`config.mk`:
```
export PLATFORM = sky130hd
export DESIGN_NAME = hsl_to_rgb_convert_unit
export DESIGN_NICKNAME = d
export VERILOG_FILES = /design/src/hdl/hsl_pkg.sv /design/src/hdl/hsl_level.sv /design/src/hdl/hsl_chan.sv /design/src/hdl/hsl_to_rgb_convert_unit.sv
export SDC_FILE = /design/constraint.sdc
export NUM_CORES = 2
export LEC_CHECK = 0
export ABC_AREA = 1
export ABC_CLOCK_PERIOD_IN_PS = 31600
export BUFFER_PORTS_ARGS = -buffer_cell sky130_fd_sc_hd__buf_2
export CORE_MARGIN = 4
export CORE_UTILIZATION = 25
export CTS_BUF_LIST = sky130_fd_sc_hd__clkbuf_8
export DETAILED_ROUTE_END_ITERATION = 12
export SLEW_MARGIN = 10
export SYNTH_ARGS = -nofsm -noshare
export SYNTH_HDL_FRONTEND = slang
export SYNTH_SLANG_ARGS = --single-unit
```
`constraint.sdc`:
```
create_clock -name clk -period 31.6 [get_ports clk]
set_input_delay 0 -clock clk [delete_from_list [all_inputs] [get_ports clk]]
set_output_delay 0 -clock clk [all_outputs]
set_load 0.005 [all_outputs]
```
`src/hdl/hsl_pkg.sv`:
```
`timescale 1ns / 1ps
package hsl_pkg;

  localparam int FRAC_BITS   = 16;
  localparam int HW          = FRAC_BITS + 3;
  localparam int LVL_STAGES  = 4;
  localparam int CHAN_STAGES = 3;

  typedef logic [15:0]           pix_t;
  typedef logic [FRAC_BITS-1:0]  frac_t;
  typedef logic [HW-1:0]         hwide_t;
  typedef logic [FRAC_BITS:0]    step_t;
  typedef logic [FRAC_BITS+16:0] ramp_t;

  localparam pix_t   MAX16          = 16'hFFFF;
  localparam hwide_t HUE_ONE        = hwide_t'(1) << FRAC_BITS;
  localparam hwide_t HUE_TWO        = HUE_ONE << 1;
  localparam hwide_t HUE_THIRD      = (HUE_ONE + hwide_t'(1)) / hwide_t'(3);
  localparam hwide_t HUE_TWO_THIRDS = (HUE_TWO + hwide_t'(1)) / hwide_t'(3);
  localparam frac_t  THIRD_F        = HUE_THIRD[FRAC_BITS-1:0];
  localparam frac_t  NEG_THIRD_F    = frac_t'(HUE_ONE - HUE_THIRD);

  typedef enum logic [2:0] {
    SEG_RAMP = 3'b001,
    SEG_HIGH = 3'b010,
    SEG_LOW  = 3'b100
  } seg_t;

  typedef struct packed {
    logic [LVL_STAGES-1:0]  lvl;
    logic [CHAN_STAGES-1:0] chan;
  } pipe_en_t;

endpackage

```
`src/hdl/hsl_level.sv`:
```
`timescale 1ns / 1ps
module hsl_level (
  input  logic              clk,
  input  hsl_pkg::pipe_en_t en,
  input  hsl_pkg::pix_t     hue,
  input  hsl_pkg::pix_t     saturation,
  input  hsl_pkg::pix_t     lightness,
  output hsl_pkg::pix_t     p_level,
  output hsl_pkg::pix_t     q_level,
  output hsl_pkg::pix_t     light,
  output logic              is_gray,
  output hsl_pkg::frac_t    pos_red,
  output hsl_pkg::frac_t    pos_green,
  output hsl_pkg::frac_t    pos_blue
);
  import hsl_pkg::*;

  localparam logic [17:0] R_ONE = 18'(MAX16);
  localparam logic [17:0] R_TWO = R_ONE + R_ONE;

  // stage 1: product
  pix_t        h1, s1, l1;
  logic        dark1;
  logic [32:0] prod1;
  logic [16:0] mult;

  // stage 2: divide by full scale
  pix_t        h2, s2, l2;
  logic        dark2;
  logic [16:0] qdiv2;
  logic [16:0] q0;
  logic [17:0] rem;
  logic [16:0] qdiv;

  // stage 3: upper level
  pix_t        h3, s3, l3, q3;
  logic [17:0] qsum, qw;
  pix_t        q_sat;

  // stage 4: lower level and hue positions
  logic [16:0]          l_dbl, pw;
  pix_t                 p_c;
  logic [FRAC_BITS+15:0] hwide;
  frac_t                t;

  always_comb begin
    mult = (lightness < 16'h8000) ? 17'(MAX16) + 17'(saturation) : 17'(saturation);
  end

  always_ff @(posedge clk) begin
    if (en.lvl[0]) begin
      h1    <= hue;
      s1    <= saturation;
      l1    <= lightness;
      dark1 <= (lightness < 16'h8000);
      prod1 <= 33'(lightness) * 33'(mult);
    end
  end

  always_comb begin
    q0   = prod1[32:16];
    rem  = 18'(prod1[15:0]) + 18'(q0);
    qdiv = q0 + 17'(rem >= R_ONE) + 17'(rem >= R_TWO);
  end

  always_ff @(posedge clk) begin
    if (en.lvl[1]) begin
      h2    <= h1;
      s2    <= s1;
      l2    <= l1;
      dark2 <= dark1;
      qdiv2 <= qdiv;
    end
  end

  always_comb begin
    qsum  = 18'(l2) + 18'(s2) - 18'(qdiv2);
    qw    = dark2 ? 18'(qdiv2) : qsum;
    q_sat = (qw > 18'(MAX16)) ? MAX16 : qw[15:0];
  end

  always_ff @(posedge clk) begin
    if (en.lvl[2]) begin
      h3 <= h2;
      s3 <= s2;
      l3 <= l2;
      q3 <= q_sat;
    end
  end

  always_comb begin
    l_dbl = {l3, 1'b0};
    pw    = (l_dbl >= 17'(q3)) ? l_dbl - 17'(q3) : '0;
    p_c   = (pw > 17'(q3)) ? q3 : pw[15:0];
    hwide = {h3, {FRAC_BITS{1'b0}}};
    t     = hwide[FRAC_BITS+15:16];
  end

  always_ff @(posedge clk) begin
    if (en.lvl[3]) begin
      p_level   <= p_c;
      q_level   <= q3;
      light     <= l3;
      is_gray   <= (s3 == 16'h0000);
      pos_red   <= t + THIRD_F;
      pos_green <= t;
      pos_blue  <= t + NEG_THIRD_F;
    end
  end

endmodule

```
`src/hdl/hsl_chan.sv`:
```
`timescale 1ns / 1ps
module hsl_chan (
  input  logic              clk,
  input  hsl_pkg::pipe_en_t en,
  input  hsl_pkg::frac_t    pos,
  input  hsl_pkg::pix_t     p_level,
  input  hsl_pkg::pix_t     q_level,
  input  hsl_pkg::pix_t     light,
  input  logic              is_gray,
  output hsl_pkg::pix_t     level
);
  import hsl_pkg::*;

  // stage 5: segment pick and slope factor
  hwide_t x, x3, x6, span;
  seg_t   seg_c;
  step_t  k_c;
  pix_t   d5, p5, q5, l5;
  step_t  k5;
  seg_t   seg5;
  logic   gray5;

  // stage 6: ramp product
  ramp_t  prod6;
  pix_t   p6, q6, l6;
  seg_t   seg6;
  logic   gray6;

  // stage 7: final sum
  logic [17:0] rsum;
  pix_t        ramp_sat;

  always_comb begin
    x     = hwide_t'(pos);
    x3    = (x << 1) + x;
    x6    = x3 << 1;
    span  = (HUE_TWO_THIRDS >= x) ? HUE_TWO_THIRDS - x : '0;
    seg_c = SEG_LOW;
    k_c   = '0;
    if (x6 < HUE_ONE) begin
      seg_c = SEG_RAMP;
      k_c   = step_t'(x6);
    end else if (!pos[FRAC_BITS-1]) begin
      seg_c = SEG_HIGH;
    end else if (x3 < HUE_TWO) begin
      seg_c = SEG_RAMP;
      k_c   = step_t'((span << 2) + (span << 1));
    end
  end

  always_ff @(posedge clk) begin
    if (en.chan[0]) begin
      d5    <= q_level - p_level;
      k5    <= k_c;
      seg5  <= seg_c;
      p5    <= p_level;
      q5    <= q_level;
      l5    <= light;
      gray5 <= is_gray;
    end
  end

  always_ff @(posedge clk) begin
    if (en.chan[1]) begin
      prod6 <= ramp_t'(d5) * ramp_t'(k5);
      seg6  <= seg5;
      p6    <= p5;
      q6    <= q5;
      l6    <= l5;
      gray6 <= gray5;
    end
  end

  always_comb begin
    rsum     = 18'(p6) + 18'(prod6[FRAC_BITS+16:FRAC_BITS]);
    ramp_sat = (rsum > 18'(MAX16)) ? MAX16 : rsum[15:0];
  end

  always_ff @(posedge clk) begin
    if (en.chan[2]) begin
      if (gray6) begin
        level <= l6;
      end else begin
        case (seg6)
          SEG_RAMP: level <= ramp_sat;
          SEG_HIGH: level <= q6;
          SEG_LOW:  level <= p6;
          default:  level <= p6;
        endcase
      end
    end
  end

endmodule

```
`src/hdl/hsl_to_rgb_convert_unit.sv`:
```
`timescale 1ns / 1ps
// HSL to RGB pixel converter.
// Pipeline: 4 level stages, then 3 channel stages, from input accept to output word.
// Throughput: one word per cycle while out_stall is low; per-stage valid bits let bubbles close under stall.
// Reset (rst, synchronous, active high) clears all stage valid bits; data regs are not reset.
module hsl_to_rgb_convert_unit (
  input  logic          clk,
  input  logic          rst,
  input  logic          in_valid,
  output logic          in_stall,
  input  hsl_pkg::pix_t hue,
  input  hsl_pkg::pix_t saturation,
  input  hsl_pkg::pix_t lightness,
  output logic          out_valid,
  input  logic          out_stall,
  output hsl_pkg::pix_t red,
  output hsl_pkg::pix_t green,
  output hsl_pkg::pix_t blue
);
  import hsl_pkg::*;

  localparam int NSTG = LVL_STAGES + CHAN_STAGES;

  logic [NSTG:1]   vld;
  logic [NSTG:1]   vld_next;
  logic [NSTG+1:1] adv;
  pipe_en_t        en;

  pix_t  p_level, q_level, light;
  logic  is_gray;
  frac_t pos_red, pos_green, pos_blue;

  always_comb begin
    adv[NSTG+1] = !out_stall;
    for (int k = NSTG; k >= 1; k--) begin
      adv[k] = !vld[k] || adv[k+1];
    end
    vld_next = {vld[NSTG-1:1], in_valid};
  end

  assign en.lvl    = adv[LVL_STAGES:1];
  assign en.chan   = adv[NSTG:LVL_STAGES+1];
  assign in_stall  = rst || !adv[1];
  assign out_valid = vld[NSTG];

  always_ff @(posedge clk) begin
    if (rst) begin
      vld <= '0;
    end else begin
      for (int k = 1; k <= NSTG; k++) begin
        if (adv[k]) begin
          vld[k] <= vld_next[k];
        end
      end
    end
  end

  hsl_level u_level (
    .clk        (clk),
    .en         (en),
    .hue        (hue),
    .saturation (saturation),
    .lightness  (lightness),
    .p_level    (p_level),
    .q_level    (q_level),
    .light      (light),
    .is_gray    (is_gray),
    .pos_red    (pos_red),
    .pos_green  (pos_green),
    .pos_blue   (pos_blue)
  );

  hsl_chan u_chan_red (
    .clk     (clk),
    .en      (en),
    .pos     (pos_red),
    .p_level (p_level),
    .q_level (q_level),
    .light   (light),
    .is_gray (is_gray),
    .level   (red)
  );

  hsl_chan u_chan_green (
    .clk     (clk),
    .en      (en),
    .pos     (pos_green),
    .p_level (p_level),
    .q_level (q_level),
    .light   (light),
    .is_gray (is_gray),
    .level   (green)
  );

  hsl_chan u_chan_blue (
    .clk     (clk),
    .en      (en),
    .pos     (pos_blue),
    .p_level (p_level),
    .q_level (q_level),
    .light   (light),
    .is_gray (is_gray),
    .level   (blue)
  );

  a_full_blocks_input: assert property (@(posedge clk) disable iff (rst)
    (out_stall && (&vld)) |-> in_stall)
    else $error("pipeline full and stalled but input not stalled");

  a_accept_enters: assert property (@(posedge clk) disable iff (rst)
    (in_valid && !in_stall) |=> vld[1])
    else $error("accepted word missing from first stage");

  a_drain_moves: assert property (@(posedge clk) disable iff (rst)
    (out_valid && !out_stall && !vld[NSTG-1]) |=> !out_valid)
    else $error("output word repeated after delivery");

endmodule
```
==> impl_metrics.env <==
export IMPL_yosysMostFrequentCell="nand2_1"
export IMPL_cts_max_path_buffers=3
export IMPL_yosysTopAreaCellShare_pct=24.6
export IMPL_synth_warning_count=0
export IMPL_endpoint_kind="register"
export IMPL_min_path_type="in -> reg"
export IMPL_die_y_microns=543
export IMPL_crit_slowest_cell="fa_1"
export IMPL_cp_arrival_ps=7310
export IMPL_final_hold_viol_count=0
export IMPL_syn_to_final_growth_pct=11.0
export IMPL_fin_nets=10500
export IMPL_max_freq_ghz=0.149
export IMPL_final_max_slew_viol_count=0
export IMPL_synth_cell_types=60
export IMPL_synth_async_reset_ratio_pct=0
export IMPL_cpMostUsedCell="inv_1"
export IMPL_setup_viol=0
export IMPL_maxCapViolCount=0
export IMPL_fin_crit_sh_pct=21.3
export IMPL_final_setup_skew_ps=55.9
export IMPL_first_pass_iters=5
export IMPL_netlist_area_sq_mm=0.0716
export IMPL_ys_dominant_reg_cell="edfxtp_1"
export IMPL_wl_per_cell_microns=15.5
export IMPL_antenna_left=0
export IMPL_clk_latency_ps=870
export IMPL_viasPerCell=4.38
export IMPL_synthCells=8804
export IMPL_grt_pass1_wl_microns=316000
export IMPL_critPathRequiredTime_ps=32180
export IMPL_port_buffers=101
export IMPL_whs_ps=95.3
export IMPL_synthTopCellsByArea="edfxtp_1 (25%), fa_1 (22%), ha_1 (12%)"
export IMPL_clk_pin_slew_ps=60
export IMPL_num_vias=55900
export IMPL_path_max_fanout=12
export IMPL_finalWirelength_microns=197000
export IMPL_start_util_pct=25.1
export IMPL_fin_cells=12700
export IMPL_min_from="saturation[7]"
export IMPL_dieArea_sq_mm=0.295
export IMPL_yosysTopAreaCell="edfxtp_1"
export IMPL_tns_ps=0
export IMPL_rsz0062_at_grt="false"
export IMPL_yosysSeqAreaShare_pct=24.8
export IMPL_synth_edf_count=587
export IMPL_cts_buffers=107
export IMPL_gr_total_overflow=0
export IMPL_gp_congestion=0.904
export IMPL_finalCriticalPeriod_ps=6730
export IMPL_reg2reg_slack_ps=25020
export IMPL_worstSetupStartpoint="saturation[0]"
export IMPL_critPathKind="in -> reg"
export IMPL_grt_usage_pct=13.4
export IMPL_r2r_start="u_chan_blue.d5[2]"
export IMPL_initialDrtViolationCount=3801
export IMPL_route_detailed_drc=0
export IMPL_placedCellCount=12500
export IMPL_synth_fp_nets=10400
export IMPL_max_stage_delay_ps=560
export IMPL_avgSynthCellArea_sq_um=8.13
export IMPL_clock_sinks=594
export IMPL_dp_hpwl_microns=156000
export IMPL_clockRootBuffer="clkbuf_8"
export IMPL_rows=196
export IMPL_synth_seq_cells=594
export IMPL_htreeDepth=3
export IMPL_grt_pass1_vias=57500
export IMPL_io_pins=102
export IMPL_status="completed"
export IMPL_startpoint_type="input port"
export IMPL_netlist_top_cells_count="nand2_1 (2,348), inv_1 (1,964), fa_1 (802), ha_1 (706), edfxtp_1 (587)"
export IMPL_drive_gt1_share_pct=4.17
export IMPL_grt_max_degree=68
export IMPL_coreArea_sq_mm=0.285
export IMPL_max_slew_worst_pin_slew_ps=1080
export IMPL_antenna_found_initial=8
export IMPL_cts_tree="done"
export IMPL_die_w_microns=543
export IMPL_relSlewSlack_pct=27.5
==> registers in the layout, indices dropped and copies added (netlist names), 17 cells and up <==
name and count:
u_level.prod1 33, u_chan_blue.prod6 17, u_chan_green.prod6 17, u_chan_red.prod6 17
u_level.qdiv2 17
==> critical path, delay by kind of cell <==
family	cells	cell delay, ps
buffers and inverters	9	1290
XOR/XNOR	1	100
AND/OR/NAND/NOR	11	1850
AO/OA/AOI/OAI	3	530
adder cells (fa/ha/maj)	8	3530
==> cells by family after synthesis <==
family | count (synthesis) | synth area share, %
flops | 594 | 24.8
xor+xnor | 252 | 3.10
other cells | 1 | 0.00524
compound gates | 819 | 6.34
fa+ha+maj | 1508 | 34.8
simple gates | 3400 | 19.2
buf+inv | 2230 | 11.8
==> per-stage QoR <==
| stage | cell area (sq um) | utilization [%] | worst slack [ps] |
|---|---|---|---|
| floorplan | 71600 | - | 19420 |
| global placement | 76200 | 26.7 | 24570 |
| detailed placement | 76200 | 26.7 | 24570 |
| CTS | 79400 | 27.9 | 24980 |
| global route | 79400 | 27.9 | 24430 |
| finish | 79400 | 27.9 | 24870 |
==> cell type report <==
type / instances / area [sq um]
clock buffers: 108 / 1490
multi-input cells: 5980 / 45400
well taps: 3762 / 4710
clock inverters: 90 / 910
inverters: 1978 / 7430
repair buffers: 234 / 1720
fillers: 30700 / 206000
diodes: 2 / 5.00
flip-flops and latches: 594 / 17800
==> routing by layer <==
layer	track usage, %	share of wire [%]	up-vias
met5	0	0	-
met4	4.44	3.1	0
met3	1.30	4.2	307
met2	23.6	49	1297
met1	17.3	44	26900
li1	-	-	27400
==> worst paths after layout <==
kind	endpoint	depth (start not counted)
worst max-delay path	u_level.prod1[23]	32
worst min-delay path	u_level.s1[7]	2
worst max register to register	u_chan_green.prod6[19]	23
worst min register to register	u_chan_green.seg6[1]	0
==> placed cells by master (no fill, tap or decap), types with 7 or more instances in the layout <==
cell	count
a211oi_1	11
a21boi_0	9
a21o_1	21
a21oi_1	370
a31oi_1	23
and3_1	7
buf_2	101
buf_4	46
bufinv_16	16
clkbuf_8	108
clkinv_1	22
clkinv_2	21
clkinvlp_4	8
dfxtp_1	7
dlygate4sd3_1	87
edfxtp_1	587
fa_1	802
ha_1	706
inv_1	1976
inv_2	10
nand2_1	2346
nand3_1	309
nand3b_1	27
nand4_1	56
nor2_1	495
nor2_2	12
nor3_1	93
nor4_1	17
o211ai_1	11
o21a_1	19
o21ai_0	232
o21ai_1	18
o21bai_1	32
o22ai_1	48
or2_2	11
xnor2_1	66
xor2_1	184
==> what timing repair did <==
action                    4_1_cts  5_1_grt
gates resized for setup         0        0
hold buffers                   87        0
hold endpoints to repair      105        0
buffers inserted                0        0
Power is not shown: default switching activity piles up to over one toggle a cycle in this logic, so the estimate is an artifact.
